**src/hdl/sawbc_ram.sv**
```systemverilog
// ----------------------------------------------------------------------------
// sawbc_ram: simple dual-port memory
// One write port and one read port, read data registered.
// ----------------------------------------------------------------------------
module sawbc_ram #(
  parameter int DEPTH = 64,
  parameter int WIDTH = 16,
  localparam int AW = (DEPTH > 1) ? $clog2(DEPTH) : 1
) (
  input  logic             clk,
  input  logic             wr_en,
  input  logic [AW-1:0]    wr_addr,
  input  logic [WIDTH-1:0] wr_data,
  input  logic             rd_en,
  input  logic [AW-1:0]    rd_addr,
  output logic [WIDTH-1:0] rd_data
);

  logic [WIDTH-1:0] mem [DEPTH];

  // Write port.
  always_ff @(posedge clk) begin
    if (wr_en) begin
      mem[wr_addr] <= wr_data;
    end
  end

  // Registered read port; data holds between reads.
  always_ff @(posedge clk) begin
    if (rd_en) begin
      rd_data <= mem[rd_addr];
    end
  end

endmodule

```
**config.mk**
```make
export PLATFORM = sky130hd
export DESIGN_NAME = sawbc_ram
export DESIGN_NICKNAME = d
export VERILOG_FILES = /design/src/hdl/sawbc_ram.sv
export SDC_FILE = /design/constraint.sdc
export NUM_CORES = 1
export LEC_CHECK = 0
export BUFFER_PORTS_ARGS = -buffer_cell sky130_fd_sc_hd__buf_4
export CORE_ASPECT_RATIO = 0.8
export CORE_MARGIN = 2
export CORE_UTILIZATION = 35
export CTS_CLUSTER_DIAMETER = 200
export DETAILED_ROUTE_END_ITERATION = 6
export GPL_TIMING_DRIVEN = 0
export PLACE_DENSITY = 0.45
export SETUP_SLACK_MARGIN = 0.3
export SYNTH_ARGS = -nofsm -noshare
export SYNTH_HDL_FRONTEND = slang
export SYNTH_SLANG_ARGS = --single-unit
```
**constraint.sdc**
```tcl
create_clock -name clk -period 3.25 [get_ports clk]
set_input_delay 0.8125 -clock clk [delete_from_list [all_inputs] [get_ports clk]]
set_output_delay 0.8125 -clock clk [all_outputs]
set_load 0.02 [all_outputs]
```
==> impl_results.md <==
* Status: finished clean
* Post-Place Cell Area at 43700 um2
* Worst hold slack at 0.518 ns
* Commonest cells after routing, fill and taps aside: edfxtp_1, mux4_2, clkbuf_16, mux2i_1, nor2_2
* Clock Sinks at 1040
* Routed WL at 114000 um
* Initial drt markers at 2026
* WL per Instance at 31.1 um
* CTS Root Cell: clkbuf_16
* Skew-Pair Late Insertion Delay at 0.70 ns
* Die Area at 118000 um2
* Quantity of I/O buffers inserted on ports at 39
* Pre-antenna DRT Iters at 7
* CTS tree: done
* Routed Antenna Nets at 0
* Initial antenna violation count at 9
* CP Max Fanout at 10
* Leak at 14.7 nW
* Synth unique cells at 42
* Layout Cells excl Fill at 3656
* Crit path capture type: register
* Worst vdd ir at 0.397 mV
* Cells after DPL at 3457
* Proportion of synthesized chip area in sequential cells at 77.7%
* DRC Markers at 0
* Post-synth top flop: edfxtp_1
* Min cycle time layout at 3.03 ns
* Cell Pwr Density at 605 nW/um2
* Slew Limit Fails at 0
* Initial Util at 35.2%
* # IOs at 47
* Reg clk slew, reported paths at 0.06 ns
* CTS Buffer Depth at 3
* Synth-to-Final Area Change at 17.2%
* Flops & latches, synth at 1040
* Slew HR at 28.6%
* Pwr Total at 0.0285 W
* Met2 usage at 30.4%
* RSZ-0062 raised after global routing: true
* FMAX at 0.330 GHz
* Hold Vio Cnt, Final at 0
* Worst hold path class: in -> reg
* Number of global-route vias before repair at 20060
* M1 GR Usage at 27.9%
* Overflow after GRT at 0
* Vias after detailed routing at 19583
* Post-route cell area at 47100 um2
* GR Util met3 at 4.60%
* Post-synthesis cell count at 1829
* Die height at 307 um
* Req. time, crit path at 3.66 ns
* Crit path DAT at 3.45 ns
* Post-synth ARST share at 0%
* Final net count at 2069
* Tightest Pin Transition at 1.07 ns
* Vias per cell at 5.36
* Post-synth EDFFs at 1040
* Mapped Area at 40200 um2
* Gr busiest metal: met2
* CP Launch Type: primary input
* Largest net degree at the start of global routing at 65
* Commonest non-fill, non-tap cell in the layout: edfxtp_1
* Syn avg cell area at 22.0 um2
* Crit Path Class: in -> reg
* Placer Congestion at 0.827
* GR Util All Layers at 19.4%
* Syn Nets at 1860
* Post-CTS Hold Buffers at 0
* Total of max-cap violations at 0
* TritonCTS buffer count at 104
* Endpoints failing setup at 0
* H-tree levels at 3
* Die width at 383 um
* Core area at 114000 um2
* Tcrit/Tclk final at 93.3%
* Skew final at 0.0249 ns
* Row count at 111
* Layout cells sized above 1 at 30.9%
* Global-route wire length before repair at 158000 um
* Synth warn at 0
* DPL Wire Length at 74600 um
==> stage by stage <==
step | worst slack (ns) | TNS (ns) | util, %
floorplan | 0.403 | 0 | -
global placement | -1.27 | -560.92 | 37.1
detailed placement | -0.802 | -34.99 | 38.2
CTS | 0.279 | 0 | 41.2
global route | 0.235 | 0 | 41.2
finish | 0.217 | 0 | 41.2
==> area by class of cell <==
type | count | area, um2
antenna | 8 | 20.0
buffer | 104 | 749
clock buffer | 130 | 2700
clock inverter | 61 | 646
fill | 10002 | 67200
multi-input combinational | 685 | 8490
sequential | 1040 | 31200
tap | 1525 | 1910
timing repair buffer | 103 | 1390
==> power by group <==
group / switching (W) / internal [W]
clock: 0.00516 / 0.00685
combinational: 0.00107 / 0.000540
sequential: 0.0000334 / 0.0149
==> final timing paths <==
path / endpoint / startpoint / cells after the start / slack [ns]
max: rd_data[13]$_DFFE_PP_ / rd_addr[2] / 8 / 0.22
min: rd_data[4]$_DFFE_PP_ / rd_en / 1 / 0.52
max reg2reg: rd_data[13]$_DFFE_PP_ / mem[5][13]$_DFFE_PP_ / 5 / 0.74
min reg2reg: rd_data[2]$_DFFE_PP_ / mem[10][2]$_DFFE_PP_ / 4 / 0.95
==> worst max-delay path, stage by stage <==
cell and delay (ns):
buf_2 0.24, buf_4 0.23, buf_2 0.40, mux4_2 0.38, mux2i_1 0.45, a22oi_1 0.16, a31oi_2 0.61, a311oi_1 0.13
==> cells by family after synthesis <==
logic type | count (synthesis) | synth area share, %
AO/OA/AOI/OAI | 129 | 2.40
multiplexers | 336 | 15.5
AND/OR/NAND/NOR | 220 | 2.64
buffers and inverters | 104 | 1.82
flip-flops | 1040 | 77.7
==> Yosys cell counts (2+ instances only) <==
library cell  count  area, um2
a211o_1           8       70.1
a211oi_1          8       60.1
a21oi_1          17       85.1
a221o_1           6       60.1
a221oi_1         16        140
a22o_1            6       52.6
a22oi_1          39        293
a311oi_1          8       70.1
a31oi_1           8       50.1
a41oi_1           5       43.8
and2_1            2       12.5
and4_1            5       43.8
buf_1             3       11.3
buf_12            5        100
buf_2            36        180
buf_4            13       97.6
buf_6            17        191
buf_8             3       45.0
clkbuf_1         24       90.1
clkbuf_2          2       10.0
edfxtp_1       1040      31200
mux2_2           27        304
mux2i_1          85        851
mux4_1            4        105
mux4_2          220       4950
nand2_1          59        221
nand2b_1          3       18.8
nand3_1          24        120
nand3b_1          2       15.0
nand4_1          12       75.1
nor2_1           72        270
nor2_2            2       12.5
nor2b_1          30        188
nor3_1            2       10.0
nor4_2            3       37.5
o21ai_0           5       25.0
o21ai_1           3       15.0
==> per-layer routing <==
metal	vias up	share of wire, %
li1	8143	-
met2	613	47
met5	-	0.044
met3	138	6.6
met4	6	1.7
met1	10683	45
==> registers in the layout (all words and copies together) (netlist names) <==
| register | count |
|---|---|
| rd_data | 16 |
| mem | 1024 |
==> repair_timing <==
item	4_1_cts	5_1_grt
setup endpoints to repair	13	7
gates resized for setup	15	6
buffers inserted	0	0
No activity file was read; power rests on OpenSTA's default activity.
