<file path="config.mk">
export PLATFORM = sky130hd
export DESIGN_NAME = sawbc_ctrl
export DESIGN_NICKNAME = d
export VERILOG_FILES = /design/src/hdl/sawbc_pkg.sv /design/src/hdl/sawbc_ctrl.sv
export SDC_FILE = /design/constraint.sdc
export NUM_CORES = 1
export LEC_CHECK = 0
export BUFFER_PORTS_ARGS = -buffer_cell sky130_fd_sc_hd__buf_2
export CORE_UTILIZATION = 55
export DETAILED_ROUTE_END_ITERATION = 10
export HOLD_SLACK_MARGIN = 0.02
export PLACE_DENSITY = 0.81
export SLEW_MARGIN = 15
export SYNTH_ARGS = -nofsm -noshare
export SYNTH_HDL_FRONTEND = slang
export SYNTH_SLANG_ARGS = --single-unit
</file>
<file path="constraint.sdc">
create_clock -name clk -period 7.6 [get_ports clk]
set_input_delay 0.76 -clock clk [delete_from_list [all_inputs] [get_ports clk]]
set_output_delay 0.76 -clock clk [all_outputs]
set_load 0.1 [all_outputs]
</file>
<file path="src/hdl/sawbc_pkg.sv">
// ----------------------------------------------------------------------------
// sawbc_pkg: shared definitions of the write-back cache directory
// Field widths, configuration register indexes and layout, transfer action
// codes and the default geometry limits.
// ----------------------------------------------------------------------------
package sawbc_pkg;

  // Default geometry limits of the directory storage.
  localparam int MAX_SETS_DEF = 64;
  localparam int MAX_WAYS_DEF = 8;

  // Addresses are formed in this many bits and wrap.
  localparam int ADDR_BITS = 16;

  // Widths of the transfer fields.
  localparam int ADDR_W  = 16;
  localparam int COUNT_W = 9;

  // Mask of the address bits that exist.
  localparam logic [ADDR_W-1:0] ADDR_MASK = ADDR_W'((33'd1 << ADDR_BITS) - 33'd1);

  // Configuration register indexes.
  localparam int CFG_IDX_W = 2;
  localparam int CFG_DATA_W = 4;
  localparam logic [CFG_IDX_W-1:0] CFG_BLOCK_WORDS_LOG2 = 2'd0;
  localparam logic [CFG_IDX_W-1:0] CFG_SETS_LOG2        = 2'd1;
  localparam logic [CFG_IDX_W-1:0] CFG_WAYS_IN_USE      = 2'd2;

  // Configuration register contents.
  typedef struct packed {
    logic [3:0] block_words_log2;
    logic [2:0] sets_log2;
    logic [3:0] ways_in_use;
  } cfg_t;

  // Transfer actions.
  typedef enum logic [2:0] {
    ACT_READ  = 3'd0,
    ACT_WRITE = 3'd1,
    ACT_FILL  = 3'd2,
    ACT_WBACK = 3'd3,
    ACT_DROP  = 3'd4
  } action_t;

endpackage

</file>
<file path="src/hdl/sawbc_ctrl.sv">
// ----------------------------------------------------------------------------
// sawbc_ctrl: lookup sequencer of the cache directory
// Scans the ways of a set one per cycle through a single tag comparator,
// picks the LRU victim, emits the transfer records and writes back the
// updated valid, dirty and rank marks of the set.
// ----------------------------------------------------------------------------
module sawbc_ctrl #(
  parameter int MAX_SETS = 64,
  parameter int MAX_WAYS = 8,
  localparam int SET_W  = (MAX_SETS > 1) ? $clog2(MAX_SETS) : 1,
  localparam int ENT_W  = (MAX_SETS * MAX_WAYS > 1) ? $clog2(MAX_SETS * MAX_WAYS) : 1,
  localparam int RANK_W = (MAX_WAYS > 1) ? $clog2(MAX_WAYS) : 1,
  localparam int ROW_W  = 2 * MAX_WAYS + MAX_WAYS * RANK_W
) (
  input  logic                      clk,
  input  logic                      rst,
  input  sawbc_pkg::cfg_t           cfg,
  // Access channel
  input  logic                      in_valid,
  output logic                      in_ready,
  input  logic                      cmd,
  input  logic [sawbc_pkg::ADDR_W-1:0] address,
  // Transfer record channel
  output logic                      out_valid,
  input  logic                      out_ready,
  output logic [2:0]                action,
  output logic [sawbc_pkg::ADDR_W-1:0] start_address,
  output logic [sawbc_pkg::COUNT_W-1:0] word_count,
  output logic                      last,
  // Tag memory
  output logic                      tag_rd_en,
  output logic [ENT_W-1:0]          tag_rd_addr,
  input  logic [15:0]               tag_rd_data,
  output logic                      tag_wr_en,
  output logic [ENT_W-1:0]          tag_wr_addr,
  output logic [15:0]               tag_wr_data,
  // Mark memory, one row per set
  output logic                      meta_rd_en,
  output logic [SET_W-1:0]          meta_rd_addr,
  input  logic [ROW_W-1:0]          meta_rd_data,
  output logic                      meta_wr_en,
  output logic [SET_W-1:0]          meta_wr_addr,
  output logic [ROW_W-1:0]          meta_wr_data
);

  import sawbc_pkg::*;

  localparam int WAY_W  = (MAX_WAYS > 1) ? $clog2(MAX_WAYS) : 1;
  localparam int WCNT_W = $clog2(MAX_WAYS + 1);
  localparam int SMAX   = $clog2(MAX_SETS + 1) - 1;
  localparam logic [SET_W-1:0] LAST_ROW = SET_W'(MAX_SETS - 1);

  typedef enum logic [2:0] {
    S_CLEAR, S_IDLE, S_SCAN, S_EVICT, S_FILL, S_WORD
  } state_t;

  typedef enum logic [1:0] {
    K_HIT, K_COLD, K_FULL
  } kind_t;

  state_t state;
  kind_t  kind;

  logic [SET_W-1:0]  clr_row;
  logic [WAY_W-1:0]  idx;
  logic [WAY_W-1:0]  way;
  logic              write_q;
  logic [ADDR_W-1:0] addr_q;
  logic [SET_W-1:0]  set_q;
  logic [15:0]       acc_tag;
  logic [3:0]        b_q;
  logic [2:0]        s_q;
  logic [WCNT_W-1:0] w_q;

  // Decoded view of the incoming access under the current configuration.
  logic [3:0]        b_in;
  logic [2:0]        s_in;
  logic [WCNT_W-1:0] w_in;
  logic [ADDR_W-1:0] addr_in;
  logic [ADDR_W-1:0] set_mask_in;
  logic [SET_W-1:0]  set_in;
  logic [15:0]       tag_in;

  // Scan and update signals.
  logic [MAX_WAYS-1:0]        row_valid;
  logic [MAX_WAYS-1:0]        row_dirty;
  logic [MAX_WAYS*RANK_W-1:0] row_rank;
  logic [MAX_WAYS-1:0]        in_use;
  logic                       cur_valid;
  logic                       cur_hit;
  logic                       last_way;
  logic                       to_evict;
  logic [WAY_W-1:0]           victim;
  logic                       slot_free;
  logic [MAX_WAYS-1:0]        new_valid;
  logic [MAX_WAYS-1:0]        new_dirty;
  logic [MAX_WAYS*RANK_W-1:0] new_rank;
  logic [WCNT_W-1:0]          fill_count;
  logic [RANK_W-1:0]          old_rank;
  logic [31:0]                victim_wide;
  logic [ADDR_W-1:0]          victim_addr;
  logic [ADDR_W-1:0]          block_lo_mask;
  logic [COUNT_W-1:0]         block_words;

  function automatic logic [ENT_W-1:0] entry(input logic [SET_W-1:0] s,
                                             input logic [WAY_W-1:0] w);
    return ENT_W'(ENT_W'(s) * ENT_W'(MAX_WAYS) + ENT_W'(w));
  endfunction

  // Split the incoming address by the clamped configuration.
  always_comb begin
    b_in = (cfg.block_words_log2 > 4'd8) ? 4'd8 : cfg.block_words_log2;
    s_in = (32'(cfg.sets_log2) > SMAX) ? 3'(SMAX) : cfg.sets_log2;
    if (cfg.ways_in_use == 4'd0) begin
      w_in = WCNT_W'(1);
    end else if (32'(cfg.ways_in_use) > MAX_WAYS) begin
      w_in = WCNT_W'(MAX_WAYS);
    end else begin
      w_in = WCNT_W'(cfg.ways_in_use);
    end
    addr_in     = address & ADDR_MASK;
    set_mask_in = ADDR_W'((17'd1 << s_in) - 17'd1);
    set_in      = SET_W'((addr_in >> b_in) & set_mask_in);
    tag_in      = addr_in >> (5'(b_in) + 5'(s_in));
  end

  // Way scan: one tag compare per cycle, LRU victim over the row.
  always_comb begin
    row_valid = meta_rd_data[MAX_WAYS-1:0];
    row_dirty = meta_rd_data[2*MAX_WAYS-1:MAX_WAYS];
    row_rank  = meta_rd_data[ROW_W-1:2*MAX_WAYS];
    for (int i = 0; i < MAX_WAYS; i++) begin
      in_use[i] = (32'(i) < 32'(w_q));
    end
    cur_valid = row_valid[idx];
    cur_hit   = cur_valid && (tag_rd_data == acc_tag);
    last_way  = (WCNT_W'(idx) + WCNT_W'(1)) == w_q;
    to_evict  = cur_valid && !cur_hit && last_way;
    victim    = '0;
    for (int i = MAX_WAYS - 1; i >= 0; i--) begin
      if (in_use[i] && row_valid[i] && (row_rank[i*RANK_W +: RANK_W] == '0)) begin
        victim = WAY_W'(i);
      end
    end
  end

  // New marks of the set after the access.
  always_comb begin
    new_valid      = row_valid;
    new_valid[way] = 1'b1;
    fill_count     = '0;
    for (int i = 0; i < MAX_WAYS; i++) begin
      fill_count = fill_count + WCNT_W'(new_valid[i] && in_use[i]);
    end
    old_rank = row_rank[way*RANK_W +: RANK_W];
    new_rank = row_rank;
    for (int i = 0; i < MAX_WAYS; i++) begin
      if ((kind != K_COLD) && (WAY_W'(i) != way) && row_valid[i] && in_use[i] &&
          (row_rank[i*RANK_W +: RANK_W] > old_rank)) begin
        new_rank[i*RANK_W +: RANK_W] = row_rank[i*RANK_W +: RANK_W] - RANK_W'(1);
      end
    end
    new_rank[way*RANK_W +: RANK_W] = RANK_W'(fill_count - WCNT_W'(1));
    new_dirty      = row_dirty;
    new_dirty[way] = (kind == K_HIT) ? (row_dirty[way] | write_q) : write_q;
  end

  // Transfer addresses and sizes.
  always_comb begin
    victim_wide   = ((32'(tag_rd_data) << s_q) | 32'(set_q)) << b_q;
    victim_addr   = victim_wide[ADDR_W-1:0] & ADDR_MASK;
    block_lo_mask = ADDR_W'((17'd1 << b_q) - 17'd1);
    block_words   = COUNT_W'(10'd1 << b_q);
  end

  assign slot_free = !out_valid || out_ready;
  assign in_ready  = (state == S_IDLE);

  // Memory port control.
  always_comb begin
    meta_rd_en   = (state == S_IDLE) && in_valid;
    meta_rd_addr = set_in;
    tag_rd_en    = ((state == S_IDLE) && in_valid) ||
                   ((state == S_SCAN) && cur_valid && !cur_hit);
    if (state == S_IDLE) begin
      tag_rd_addr = entry(set_in, '0);
    end else if (to_evict) begin
      tag_rd_addr = entry(set_q, victim);
    end else begin
      tag_rd_addr = entry(set_q, idx + WAY_W'(1));
    end
    tag_wr_en    = (state == S_FILL) && slot_free;
    tag_wr_addr  = entry(set_q, way);
    tag_wr_data  = acc_tag;
    meta_wr_en   = (state == S_CLEAR) || ((state == S_WORD) && slot_free);
    meta_wr_addr = (state == S_CLEAR) ? clr_row : set_q;
    meta_wr_data = (state == S_CLEAR) ? '0 : {new_rank, new_dirty, new_valid};
  end

  // Sequencer and output register.
  always_ff @(posedge clk) begin
    if (rst) begin
      state     <= S_CLEAR;
      clr_row   <= '0;
      idx       <= '0;
      out_valid <= 1'b0;
    end else begin
      if (out_valid && out_ready) begin
        out_valid <= 1'b0;
      end
      unique case (state)
        S_CLEAR: begin
          if (clr_row == LAST_ROW) begin
            state <= S_IDLE;
          end else begin
            clr_row <= clr_row + SET_W'(1);
          end
        end
        S_IDLE: begin
          if (in_valid) begin
            write_q <= cmd;
            addr_q  <= addr_in;
            set_q   <= set_in;
            acc_tag <= tag_in;
            b_q     <= b_in;
            s_q     <= s_in;
            w_q     <= w_in;
            idx     <= '0;
            state   <= S_SCAN;
          end
        end
        S_SCAN: begin
          if (cur_hit) begin
            way   <= idx;
            kind  <= K_HIT;
            state <= S_WORD;
          end else if (!cur_valid) begin
            way   <= idx;
            kind  <= K_COLD;
            state <= S_FILL;
          end else if (last_way) begin
            way   <= victim;
            kind  <= K_FULL;
            state <= S_EVICT;
          end else begin
            idx <= idx + WAY_W'(1);
          end
        end
        S_EVICT: begin
          if (slot_free) begin
            out_valid     <= 1'b1;
            action        <= row_dirty[way] ? ACT_WBACK : ACT_DROP;
            start_address <= victim_addr;
            word_count    <= block_words;
            last          <= 1'b0;
            state         <= S_FILL;
          end
        end
        S_FILL: begin
          if (slot_free) begin
            out_valid     <= 1'b1;
            action        <= ACT_FILL;
            start_address <= addr_q & ~block_lo_mask;
            word_count    <= block_words;
            last          <= 1'b0;
            state         <= S_WORD;
          end
        end
        S_WORD: begin
          if (slot_free) begin
            out_valid     <= 1'b1;
            action        <= write_q ? ACT_WRITE : ACT_READ;
            start_address <= addr_q;
            word_count    <= COUNT_W'(1);
            last          <= 1'b1;
            state         <= S_IDLE;
          end
        end
        default: begin
          state <= S_IDLE;
        end
      endcase
    end
  end

  // An eviction only follows a scan that found the set full.
  a_evict_full: assert property (@(posedge clk) disable iff (rst)
    (state == S_EVICT) |-> (kind == K_FULL))
    else $error("eviction without a full set");

  // A fill never follows a hit.
  a_fill_miss: assert property (@(posedge clk) disable iff (rst)
    (state == S_FILL) |-> (kind != K_HIT))
    else $error("block fill on a hit");

  // The scan stays inside the ways in use.
  a_scan_range: assert property (@(posedge clk) disable iff (rst)
    (state == S_SCAN) |-> (WCNT_W'(idx) < w_q))
    else $error("way scan beyond the ways in use");

  // The word transfer closes the access and is flagged last.
  a_last_done: assert property (@(posedge clk) disable iff (rst)
    ((state == S_WORD) && slot_free) |=> ((state == S_IDLE) && out_valid && last))
    else $error("access did not close with a last record");

endmodule
</file>
==> impl_metrics.ini <==
[cts]
cts_hold_buf = 0
ctsResizeCount = 0
clk_pin_slew_ns = 0.07
numCtsBuffers = 9
cts_root_buf = clkbuf_16
cts_setup_buffers = 0
clock_sinks = 97
insertion_delay_ns = 0.35
htree_levels = 3
cts_tree = yes
cts_buffer_depth = 2

[power]
cellLeakagePower_uw = 0.00455
power_uw = 2690
p_per_area_mw_per_mm2 = 250
p_int_uw = 1170
power_switching_uw = 1520
p_clk_share_pct = 16.6
p_sw_share_pct = 56.5
ir_drop_uv = 254
power_frac_seq_pct = 24.7
p_comb_share_pct = 58.7

[yosys]
ys_seq_area_share_pct = 30.0
yosys_most_used_dff = edfxtp_1
yosys-top-cells-count = 126 x nor2_1, 107 x nand2_1, 84 x edfxtp_1
post_synth_num_cell_types = 75
synth_most_common_cell = nor2_1
syn_area_mm2 = 0.00927
ys_seq_elements = 97
synthCells = 1041
synth_top_cell_by_area = edfxtp_1
synth_edf_count = 84
synth.area.top_cells = edfxtp_1 27%, ha_1 7.3%, nor2_1 5.1%
async_flop_share_pct = 0
syn_avg_cell_area_um2 = 8.91
synth_nets = 1188
synth_top_cell_area_share_pct = 27.2
synth.yosys.warnings = 0

[timing]
relSlewSlack_pct = 25.5
finalSetupViolations = 0
finalCritPeriodShare_pct = 89.0
slew_violations = 0
period_minus_slack_ns = 6.77
tns_ns = 0
worst_pin_slew_ns = 1.09
rsz0062_at_grt = no
finalHoldViolCount = 0
max_freq_ghz = 0.148
skew_ns = 0.0131

[placed_design]
hpwl_um = 22600
io_buffers = 208
place_congestion = 0.997

[grt]
grt_max_degree = 51
grt_usage_pct = 33.6
first_global_vias = 8471
antenna_found_initial = 1
grt_pass1_wl_um = 45800
gr-total-overflow = 0

[drt]
num_vias = 9243
post_drt_wl_per_cell_um = 20.6
dr.pass1.iters = 6
drtIter0Drc = 1453
drt_wl_total_um = 29600
viasPerCell = 6.44
drc_errors = 0
ant_nets = 0

[critical_path]
r2r_slack_ns = 3.93
worstSetupStartpointType = register
crit_fanout = 22
r2r-start = b_q[2]
critPathLaunch = way[1]
crit_required_ns = 6.84
critPathCapture = meta_wr_data[21]
crit_path_end_kind = primary output
r2r_end = start_address[10]
arrival_ns = 6.01
r2r_cells = 9
crit_type = reg2out

[floorplanning]
rows = 47
die_area_mm2 = 0.0174
core-area_mm2 = 0.0165
die_x_um = 132
io_pins = 209
start_util_pct = 56.1
die_h_um = 132

[outcome]
status = completed

[flow_run]
maxCapViolCount = 0

[finish]
area_growth_pct = 15.9
drive_above_1_share_pct = 24.5
fin_nets = 1356

[min_path]
hp-class = reg2reg
worst min path at each step:
stage | startpoint | to | slack [ns] | cells after the start
after global routing | cmd | write_q | 0.59 | 1
after detailed placement | clr_row[5] | clr_row[5] | 0.56 | 2
final | clr_row[4] | clr_row[4] | 0.58 | 2
after CTS | clr_row[4] | clr_row[4] | 0.57 | 2
after floorplan | clr_row[3] | clr_row[3] | 0.51 | 2
after global placement | clr_row[3] | clr_row[3] | 0.53 | 2
registers in the layout, indices dropped and copies added, names as in the netlist:
| register | flops |
|---|---|
| clr_row | 6 |
| write_q | 1 |
| way | 3 |
| tag_wr_data | 16 |
| s_q | 3 |
| w_q | 4 |
| addr_q | 16 |
| start_address | 16 |
| set_q | 6 |
| last | 1 |
| b_q | 4 |
| word_count | 9 |
| action | 3 |
| out_valid | 1 |
| kind | 2 |
| idx | 3 |
| state | 3 |
critical path, stage by stage (launching register included):
cell and delay [ns]:
edfxtp_1 0.85, clkinv_1 0.46, nor3_1 0.42, o21ai_0 0.17, ha_1 0.30, inv_1 0.05
fa_1 0.52, inv_1 0.05, fa_1 0.46, inv_1 0.09, fa_1 0.17, inv_1 0.05
fa_1 0.37, xnor2_1 0.72, and3_1 0.29, nor2_1 0.06, a211oi_2 0.18, buf_2 0.45
per-stage QoR:
step	setup slack [ns]	instance area (um2)	utilization [%]	cells	hold WS (ns)
6_report	0.835	10700	65.0	1435	0.577
3_3_place_gp	1.38	10500	63.3	1418	0.535
5_1_grt	0.443	10700	65.0	1435	0.587
2_1_floorplan	0.0597	9290	-	1041	0.507
3_5_place_dp	1.33	10500	63.3	1418	0.555
4_1_cts	0.931	10700	65.0	1434	0.569
power by group through the flow:
stage | Clock (uW) | Sequential, uW | Combinational [uW]
floorplan | 0 | 705 | 1230
global placement | 0 | 670 | 1550
detailed placement | 0 | 671 | 1560
CTS | 446 | 661 | 1570
global route | 468 | 666 | 1640
finish | 447 | 663 | 1580
layer usage:
layer / GRT usage [%] / wire length, um / part of all wire [%] / vias up
met4: 12.6 / 1100 / 3.7 / 0
met5: 0 / 0 / 0 / -
met1: 43.8 / 11500 / 39 / 4341
li1: - / - / - / 4217
met2: 56.5 / 14100 / 48 / 592
met3: 5.23 / 2860 / 9.7 / 93
layout by cell type (no fill, tap or decap), drive strengths merged, types with 28 or more instances in the layout:
| cell | n |
|---|---|
| a211oi | 37 |
| a21oi | 54 |
| nand2 | 107 |
| mux2i | 45 |
| ha | 54 |
| nor2b | 32 |
| inv | 55 |
| o21ai | 50 |
| mux2 | 28 |
| edfxtp | 84 |
| mux4 | 28 |
| nor2 | 126 |
| buf | 219 |
cell families (layout without fill, tap and decap cells):
group	count (synthesis)	after routing	synth area share, %
buffers and inverters	118	291	4.93
adders and majority gates	59	59	8.37
other	0	1	0
xor gates and xnor gates	44	44	4.16
and+or+nand+nor	371	371	18.9
AOI/OAI and AO/OA	251	251	18.3
DFF	97	97	30.0
muxes	101	101	15.4
final cells by class:
| type | count | area [um2] |
|---|---|---|
| Tap cell | 220 | 275 |
| Fill cell | 1415 | 5780 |
| Inverter | 56 | 210 |
| Multi-Input combinational cell | 826 | 6060 |
| Timing Repair Buffer | 219 | 1120 |
| Clock inverter | 4 | 35.0 |
| Clock buffer | 12 | 248 |
| Sequential cell | 97 | 2780 |
| Antenna cell | 1 | 2.50 |
Power figures use the tool's default switching activity.
